[src/hdl/lz78_pkg.sv]
`default_nettype none
// ============================================================================
// lz78_pkg: shared constants and types of the LZ78 decoder
// Dictionary and phrase limits, field widths, dictionary entry layout and the
// command and status groups between controller and datapath.
// ============================================================================
package lz78_pkg;

   localparam int DICT_DEPTH = 4096;
   localparam int MAX_PHRASE = 64;

   localparam int IDX_W   = 12;
   localparam int BYTE_W  = 8;
   localparam int LEN_W   = 6;
   localparam int COUNT_W = 13;
   localparam int ADDR_W  = $clog2(DICT_DEPTH);
   localparam int STK_W   = $clog2(MAX_PHRASE);

   typedef struct packed {
      logic [IDX_W-1:0]  parent;
      logic [BYTE_W-1:0] tail;
      logic [LEN_W-1:0]  length;
   } dict_entry_type;

   typedef struct packed {
      logic load;
      logic walk_step;
      logic walk_first;
      logic dict_write;
      logic emit_start;
   } cmd_type;

   typedef struct packed {
      logic need_walk;
      logic walk_last;
      logic emit_done;
   } status_type;

endpackage
`default_nettype wire

[src/hdl/lz78_ctrl.sv]
`default_nettype none
// ============================================================================
// lz78_ctrl: LZ78 decoder controller
// Sequences accept, parent walk, dictionary update and byte emission.
// ============================================================================
module lz78_ctrl (
   input  wire logic                 clock,
   input  wire logic                 reset,
   input  wire logic                 req_valid,
   output logic                      req_ready,
   input  wire lz78_pkg::status_type status,
   output lz78_pkg::cmd_type         cmd
);

   typedef enum logic [1:0] {
      ST_IDLE,
      ST_WALK,
      ST_UPDATE,
      ST_EMIT
   } state_type;

   state_type state_ff, state_in;
   logic      ready_ff, ready_in;
   logic      first_ff, first_in;

   always_comb begin
      state_in = state_ff;
      ready_in = ready_ff;
      first_in = first_ff;
      cmd      = '0;
      case (state_ff)
         ST_IDLE: begin
            ready_in = 1'b1;
            if (req_valid && ready_ff) begin
               cmd.load = 1'b1;
               ready_in = 1'b0;
               first_in = 1'b1;
               state_in = status.need_walk ? ST_WALK : ST_UPDATE;
            end
         end
         ST_WALK: begin
            cmd.walk_step  = 1'b1;
            cmd.walk_first = first_ff;
            first_in       = 1'b0;
            if (status.walk_last) begin
               state_in = ST_UPDATE;
            end
         end
         ST_UPDATE: begin
            cmd.dict_write = 1'b1;
            cmd.emit_start = 1'b1;
            state_in       = ST_EMIT;
         end
         ST_EMIT: begin
            if (status.emit_done) begin
               ready_in = 1'b1;
               state_in = ST_IDLE;
            end
         end
         default: begin
            state_in = ST_IDLE;
            ready_in = 1'b0;
         end
      endcase
   end

   always_ff @(posedge clock) begin
      if (reset) begin
         state_ff <= ST_IDLE;
         ready_ff <= 1'b0;
         first_ff <= 1'b0;
      end else begin
         state_ff <= state_in;
         ready_ff <= ready_in;
         first_ff <= first_in;
      end
   end

   assign req_ready = ready_ff;

endmodule
`default_nettype wire

[config.mk]
export PLATFORM = sky130hd
export DESIGN_NAME = lz78_ctrl
export DESIGN_NICKNAME = d
export VERILOG_FILES = /design/src/hdl/lz78_pkg.sv /design/src/hdl/lz78_ctrl.sv
export SDC_FILE = /design/constraint.sdc
export NUM_CORES = 1
export LEC_CHECK = 0
export BUFFER_PORTS_ARGS = -buffer_cell sky130_fd_sc_hd__clkbuf_2
export CAP_MARGIN = 15
export CELL_PAD_IN_SITES_DETAIL_PLACEMENT = 0
export CELL_PAD_IN_SITES_GLOBAL_PLACEMENT = 1
export CORE_AREA = 2 2 39 41
export DETAILED_ROUTE_END_ITERATION = 8
export DIE_AREA = 0 0 41 43
export PLACE_DENSITY = 0.62
export SETUP_SLACK_MARGIN = 0.2
export SYNTH_ARGS = -nofsm -noshare
export SYNTH_HDL_FRONTEND = slang
export SYNTH_SLANG_ARGS = --single-unit
export TNS_END_PERCENT = 5
[constraint.sdc]
create_clock -name clock -period 2.1 [get_ports clock]
set_input_delay 0.105 -clock clock [delete_from_list [all_inputs] [get_ports clock]]
set_output_delay 0.105 -clock clock [all_outputs]
set_load 0.01 [all_outputs]
==> metrics, run 1 <==
die width=41 um; post-CTS sizing=0; Tot GR Track Use=8.42%; Hold Path Depth=2; Setup CP Type=reg -> reg; Yosys top cell by area=dfxtp_1; Remaining DRCs=0; Syn Area/Cell=~8.6 um^2; CTS tree=yes; die area=roughly 0.0018 mm^2; unrepaired setup endpoints after global routing=false; largest net degree at the start of global routing=7; LEAKAGE=roughly 0.00021 uW; Final Total Pwr=approximately 530 uW; die height=43 um; Mapped Area=just under 300 um^2; Post-CTS Hold Fix Bufs=0; setup TNS=0 ns; Inserted Clock Buffers=3; clock-pin slew on the worst setup and hold paths=roughly 0.040 ns; DP Cell Count=60; total core area=between 0.001 and 0.0015 mm^2; skew final=0.000294 ns; Place WS=0.501 ns; WL/cell=~8.8 um; via/cell ratio=roughly 4.2; layout cells sized above 1=a little over a third; setup bufs post-CTS=0; relative slew slack=between 70 and 80%; most frequent cells in the layout=11 x clkbuf_2, 6 x inv_1, 5 x ha_1; H-Tree Depth=1; worst path cell trace=inv_1, ha_1, a222oi_1, mux2_2; dpl hpwl=~480 um; # rows=14; Slowest-stage cell, CP=a222oi_1; Final Hold Fails=0; Ant. Diodes=0; Worst Setup Start Kind=flop; drt pass-1 iters=4; status=complete, no violations; Post-Synthesis Cells=34; max-cap violations=0; via count=between 200 and 300; final WL=554 um; top-level port count=12; crit share post-route=75.9%; starting DRC count in detailed routing=3; Initial Utilization=a little over a fifth; Mapped Nets=45; Yosys Warn Count=0; clock root cell=clkbuf_4; worst-case clock buffer depth=2; synth top area cells=dfxtp_1 27%, ha_1 21%, mux2_2 12%; antenna violations before repair=0; GP Congestion=about 0.62; grt ovf=0; crit path DAT=about 1.7 ns; Final min period=1.59 ns; post-synthesis register bit count=4; antenna-violating nets left=0; final setup margin=roughly 0.51 ns; fin cells=63; fmax=around 630 MHz; post-synth top area share=between 20% and 30%; CP required=about 2.2 ns; Slew Limit Fails=0; Layout Area Growth over Synthesis=30.8%; first-pass GRT wire length=between 800 and 900 um; fillcell total=roughly 150; leading cell type in the layout, fill and taps excluded=clkbuf_2; Crit Path Max Fanout=4; CP Capture Type=flop; clk_lat worst skew=0.23 ns; Final setup viols=0; CP peak stage delay=~0.44 ns; fin nets=60; worst vdd ir=roughly 0.27 mV; PwrDens=roughly 1400 mW/mm^2; clk sinks=4; worst hold path class=in -> reg; vias in the first global route=approximately 250; post-synthesis sequential area ratio=a little over a quarter; Port Buffers=11; post-synth cell types=15; Worst Tran Pin Value=~0.42 ns; reg2reg path depth=4
[stage by stage]
step | instance area, um^2 | hold WS [ns] | util [%]
final | 383 | 0.144 | 27.7
after floorplan | 293 | 0.177 | -
after detailed placement | 360 | 0.383 | 26.0
after global routing | 383 | 0.126 | 27.7
after global placement | 360 | 0.388 | 26.0
after CTS | 383 | 0.136 | 27.7
[Yosys cell counts (all sizes together)]
library cell	count
a21oi	1
o22ai	1
mux2	3
buf	1
a222oi	1
mux2i	1
ha	5
dfxtp	4
and2	1
nand2	2
nand3	1
nand2b	2
inv	6
nor2	4
a221oi	1
[path summary, 6_finish.rpt]
path / startpoint / endpoint / slack (ns)
worst max-delay path: state_ff[1] / state_ff[1] / 0.51
worst min-delay path: reset / req_ready / 0.14
worst max register to register: state_ff[1] / state_ff[1] / 0.51
worst min register to register: first_ff / first_ff / 0.46
[metal layers]
metal,share of wire (%),global-route usage (%),vias to the layer above
met5,0,0,-
met4,0,10.0,0
met3,8.1,4.71,0
met2,51,10.6,9
met1,41,8.31,118
li1,-,-,137
[sequential cells by signal (all words and copies together) (netlist names)]
name / flops
state_ff: 2
first_ff: 1
req_ready: 1
[area by class of cell]
type / count / area, um^2 / share of cell area (%)
timing repair buffer: 11 / 55.1 / 14.4
sequential: 4 / 80.1 / 20.9
clock buffer: 3 / 22.5 / 5.88
tap: 16 / 20.0 / 5.23
multi-input combinational: 23 / 183 / 47.7
inverter: 6 / 22.5 / 5.88
[power by group]
part / internal [uW] / switching [uW] / leakage, uW / total [uW]
Combinational: 149 / 157 / 0.000164 / 307
Sequential: 109 / 23.4 / 0.0000330 / 133
Clock: 63.7 / 27.7 / 0.0000138 / 91.4
Total: 322 / 208 / 0.000211 / 531
[worst max-delay path, delay by kind of cell, from the launching register on]
family / cells / cell delay (ns)
multiplexers: 1 / 0.38
flip-flops: 1 / 0.34
buffers and inverters: 1 / 0.09
adder cells (fa/ha/maj): 1 / 0.23
AO/OA/AOI/OAI: 1 / 0.44
[cell families (layout without fill, tap and decap cells)]
| family | count (synthesis) | after routing | share of synthesized area (%) |
|---|---|---|---|
| flip-flops | 4 | 4 | 27.4 |
| multiplexers | 4 | 4 | 15.0 |
| AND/OR/NAND/NOR | 10 | 10 | 15.8 |
| buffers and inverters | 7 | 20 | 10.3 |
| AO/OA/AOI/OAI | 4 | 4 | 10.3 |
| adder cells (fa/ha/maj) | 5 | 5 | 21.4 |
(Power assumes the default switching activity.)
==> run 2, diff against run 1 <==
Clock period 2.1 ns to 1.5 ns, I/O delays scaled along.
==> run 2 against run 1 <==
Against the previous run:
- first-iteration DRC count is 33% higher
- combinational power is 91% higher
- sequential power is 65% higher
- critical endpoint unchanged
- largest power group unchanged
- highest routed layer is now met4
==> metrics, run 2 (synthesized netlist as in run 1, its figures left out) <==
GP Congestion=0.638 (+2.3%); CTS tree=yes; fin nets=66 (+10%); Final setup viols=0 (unchanged); CP required=1.61 ns (-0.60 ns); clock root cell=clkbuf_4; LEAKAGE=0.000245 uW (+17%); clock-pin slew on the worst setup and hold paths=0.03 ns (about the same); reg2reg start=state_ff[1]; # rows=14 (unchanged); max reg flops=2 (unchanged); vias in the first global route=282 (+15%); leading cell type in the layout, fill and taps excluded=clkbuf_2; Final Hold Fails=0 (unchanged); Worst Setup Start Kind=flop; H-Tree Depth=1 (unchanged); Final Total Pwr=932 uW (+76%); Hold EP=req_ready; top-level port count=12 (unchanged); Worst Tran Pin Value=0.417 ns (-0.00262 ns); fmax=683 MHz (+8.9%); Net Sw Frac=38.2% (-1.0 points); Remaining DRCs=0 (unchanged); total core area=0.00138 mm^2 (unchanged); crit path DAT=1.58 ns (-0.13 ns); layout cells sized above 1=56.6% (+20 points); antenna violations before repair=0 (unchanged); CP Capture Type=flop; Slew Limit Fails=0 (unchanged); die width=41 um (unchanged); R2R Setup Slk=0.03 ns (-0.47 ns); clk_lat worst skew=0.23 ns (about the same); Port Buffers=11 (unchanged); via/cell ratio=4.14 (-1.1%); worst vdd ir=0.457 mV (+70%); worst-case clock buffer depth=2 (unchanged); largest net degree at the start of global routing=7 (unchanged); Setup CP Type=reg -> reg; Gate power share=62.9% (+5.1 points); final setup margin=0.0350 ns (-0.470 ns); worst hold path class=in -> reg; clk sinks=4 (unchanged); first-pass GRT wire length=1090 um (+22%); Slowest-stage cell, CP=a222oi_1; antenna-violating nets left=0 (unchanged); die area=0.00176 mm^2 (unchanged); skew final=0.000336 ns (+0.0000419 ns); Sw Pwr=357 uW (+71%); status=complete, no violations; reg2reg path depth=4 (unchanged); Int Power=576 uW (+79%); Crit Path Max Fanout=3 (-1); final WL=691 um (+25%); dpl hpwl=576 um (+20%); hold_sp=reset; most frequent cells in the layout=11 x clkbuf_2, 6 x buf_4, 5 x inv_1; via count=286 (+8.3%); crit share post-route=97.7% (+22 points); Final min period=1.47 ns (-0.130 ns); Tot GR Track Use=9.72% (+1.3 points); sequential share of power=23.5% (-1.5 points); drt pass-1 iters=4 (unchanged); grt ovf=0 (unchanged); CP peak stage delay=0.42 ns (-0.02 ns); Initial Utilization=21.2% (unchanged); Inserted Clock Buffers=3 (unchanged); RR Endpoint=state_ff[1]; worst path cell trace=inv_4, ha_4, a222oi_1, mux2_2; WL/cell=10.0 um (+14%); Ant. Diodes=0 (unchanged); unrepaired setup endpoints after global routing=true; starting DRC count in detailed routing=4 (+1); Layout Area Growth over Synthesis=58.5%; max-cap violations=0 (unchanged); PwrDens=2010 mW/mm^2 (+45%); die height=43 um (unchanged); Place WS=-0.00356 ns (-0.505 ns); Clk pwr share=13.6% (-3.6 points); Hold Path Depth=2 (unchanged); largest register by flop count=state_ff; relative slew slack=72.2% (+0.17 points)
-- run 2: cell count changes in the layout (fill, tap and decap cells not counted), moves of 2 or more --
cell	delta
dfxtp_1	-2
buf_4	+6
ha_1	-2
dfxtp_4	+2
-- run 2: area by class of cell --
| cell class | count | area (um^2) |
|---|---|---|
| clock buffers | 3 | 22.5 |
| well taps | 16 | 20.0 |
| repair buffers | 17 | 100 |
| flip-flops and latches | 4 | 87.6 |
| multi-input cells | 23 | 209 |
| inverters | 6 | 25.0 |
| fillers | 153 | 920 |
-- run 2: how the worst max path moves through the flow --
stage | cells after the start | to | from
floorplan | 4 | state_ff[0] | state_ff[1]
global placement | 4 | state_ff[1] | state_ff[1]
detailed placement | 4 | state_ff[1] | state_ff[1]
CTS | 4 | state_ff[1] | state_ff[1]
global route | 4 | state_ff[1] | state_ff[0]
finish | 4 | state_ff[1] | state_ff[1]
-- run 2: layer usage --
metal	vias to the layer above	GRT usage [%]	wire length, um
met3	2	3.66	62
met2	12	15.0	347
met4	0	10.0	18
met1	120	8.63	262
met5	-	0	0
li1	152	-	-
-- run 2: per-stage QoR --
step | util [%] | hold slack (ns) | cell area (um^2) | instances | TNS, ns
after global placement | 29.5 | 0.350 | 408 | 64 | 0
after detailed placement | 29.5 | 0.338 | 408 | 64 | -0.00602
after CTS | 32.5 | 0.0901 | 450 | 69 | 0
after global routing | 33.5 | 0.0959 | 464 | 69 | -0.0432
final | 33.5 | 0.0940 | 464 | 69 | 0
after floorplan | - | 0.147 | 310 | 34 | 0
-- run 2: power by group through the flow --
stage / Sequential (uW) / Clock [uW] / Combinational [uW]
floorplan: 202 / 0 / 357
global placement: 203 / 0 / 522
detailed placement: 205 / 0 / 525
CTS: 211 / 137 / 563
global route: 228 / 143 / 648
finish: 219 / 127 / 586
-- run 2: worst max-delay path: cells and delay by family (launching register included) --
kind | cells | cell delay [ns]
AO/OA/AOI/OAI | 1 | 0.42
multiplexers | 1 | 0.38
flip-flops | 1 | 0.35
adder cells (fa/ha/maj) | 1 | 0.15
buffers and inverters | 1 | 0.05
-- run 2: timing repair --
action	CTS	global route
setup buffers	2	0
gates cloned	0	0
pin swaps	2	0
gates resized for setup	2	3
endpoints found under the setup margin	4	6
hold buffers	0	0
==> run 3, diff against run 2 <==
Settings changed: CORE_AREA 2 2 39 41 to 4 4 41 43, DIE_AREA 0 0 41 43 to 0 0 45 47.
==> run 3 against run 2 <==
Against the previous run:
- utilization up 1.4 points
- die area up 20%
- clock power about the same
- via count down 1.4%
- critical path depth up 1
==> metrics, run 3 (synthesized netlist as in run 1, its figures left out) <==
status=complete, no violations; Worst Setup Start Kind=flop; Ant. Diodes=0 (unchanged); CP required=1.61 ns (about the same); Setup CP Type=reg -> reg; layout cells sized above 1=52.8% (-3.8 points); crit path DAT=1.56 ns (-0.02 ns); Hold WS=0.112 ns (+0.0182 ns); Crit Path Max Fanout=3 (unchanged); Worst Tran Pin Value=0.274 ns (-0.143 ns); grt ovf=0 (unchanged); Remaining DRCs=0 (unchanged); die area=0.00212 mm^2 (+20%); Port Buffers=11 (unchanged); Final Hold Fails=0 (unchanged); relative slew slack=81.7% (+9.5 points); FF+latch area=85.1 um^2 (-2.9%); H-Tree Depth=1 (unchanged); drt pass-1 iters=4 (unchanged); reg2reg start=state_ff[1]; largest net degree at the start of global routing=7 (unchanged); Inserted Clock Buffers=3 (unchanged); final setup margin=0.0516 ns (+0.0166 ns); fmax=690 MHz (+1.1%); GP Congestion=0.628 (-1.6%); first-pass GRT wire length=1070 um (-1.9%); dpl hpwl=568 um (-1.3%); top-level port count=12 (unchanged); most frequent cells in the layout=11 x clkbuf_2, 6 x buf_4, 5 x inv_1; PwrDens=2030 mW/mm^2 (+1.3%); clk_lat worst skew=0.23 ns (about the same); total core area=0.00130 mm^2 (-6.0%); via count=282 (-1.4%); clock-pin slew on the worst setup and hold paths=0.03 ns (about the same); hold_sp=reset; crit share post-route=96.6% (-1.1 points); Final min period=1.45 ns (-0.0166 ns); worst vdd ir=0.780 mV (+71%); WL/cell=9.62 um (-4.0%); fin nets=66 (unchanged); CP startpoint=state_ff[1]; multi-input logic area=205 um^2 (-1.8%); max-cap violations=0 (unchanged); leading cell type in the layout, fill and taps excluded=clkbuf_2; Layout Area Growth over Synthesis=55.1%; LEAKAGE=0.000245 uW (-0.34%); Place WS=-0.0233 ns (-0.0198 ns); clk sinks=4 (unchanged); Tot GR Track Use=7.11% (-2.6 points); die width=45 um (+9.8%); fillcell total=145 (-5.2%); die height=47 um (+9.3%); via/cell ratio=4.15 (about the same); Final Total Pwr=924 uW (-0.93%); antenna violations before repair=0 (unchanged); Initial Utilization=22.5% (+1.3 points); clock root cell=clkbuf_4; Hold Path Depth=2 (unchanged); unrepaired setup endpoints after global routing=true; # rows=13 (-1); Slew Limit Fails=0 (unchanged); worst-case clock buffer depth=2 (unchanged); reg2reg path depth=5 (+1); worst hold path class=in -> reg; vias in the first global route=270 (-4.3%); largest register by flop count=state_ff; CP Capture Type=flop; Final setup viols=0 (unchanged); antenna-violating nets left=0 (unchanged); CTS tree=yes; starting DRC count in detailed routing=3 (-1); final WL=654 um (-5.4%); skew final=0.000196 ns (-0.000139 ns); max reg flops=2 (unchanged)
run 3: timing repair:
item / in CTS / in global routing
pin swaps: 1 / 0
gates resized for setup: 3 / 0
hold buffers: 0 / 0
gates cloned: 0 / 0
endpoints found under the setup margin: 4 / 6
setup buffers: 2 / 0
run 3: worst max-delay path, cell delays in order, from the launching register on:
cell	delay [ns]
dfxtp_2	0.34
inv_2	0.06
ha_4	0.15
a222oi_1	0.30
buf_4	0.18
mux2_4	0.29
run 3: per-layer routing:
metal / global-route usage (%) / vias to the layer above / share of wire [%]
li1: - / 152 / -
met1: 7.95 / 126 / 46
met2: 11.3 / 4 / 50
met3: 2.30 / 0 / 3.8
met4: 5.26 / 0 / 0
met5: 0 / - / 0
run 3: power by group:
part	leakage (uW)	internal, uW	total, uW	switching [uW]
clock network	0.0000138	89.0	126	37.0
registers	0.0000341	164	208	44.8
logic	0.000197	327	589	262
total	0.000245	580	924	344
run 3: worst paths after layout:
| kind | slack, ns | to |
|---|---|---|
| max | 0.05 | state_ff[0] |
| min reg2reg | 0.48 | first_ff |
| min | 0.11 | req_ready |
| max reg2reg | 0.05 | state_ff[0] |
run 3: cell type report:
class                      count  share of cell area [%]
tap                           15                    4.13
clock buffer                   3                    4.96
sequential                     4                    18.7
inverter                       6                    4.96
timing repair buffer          17                    22.0
multi-input combinational     23                    45.2
run 3: per-stage QoR:
stage	util (%)	cell area, um^2	std cells	setup TNS, ns
floorplan	-	310	34	0
global placement	31.3	407	63	0
detailed placement	31.3	407	63	-0.0392
CTS	34.9	454	68	0
global route	34.9	454	68	0
finish	34.9	454	68	0
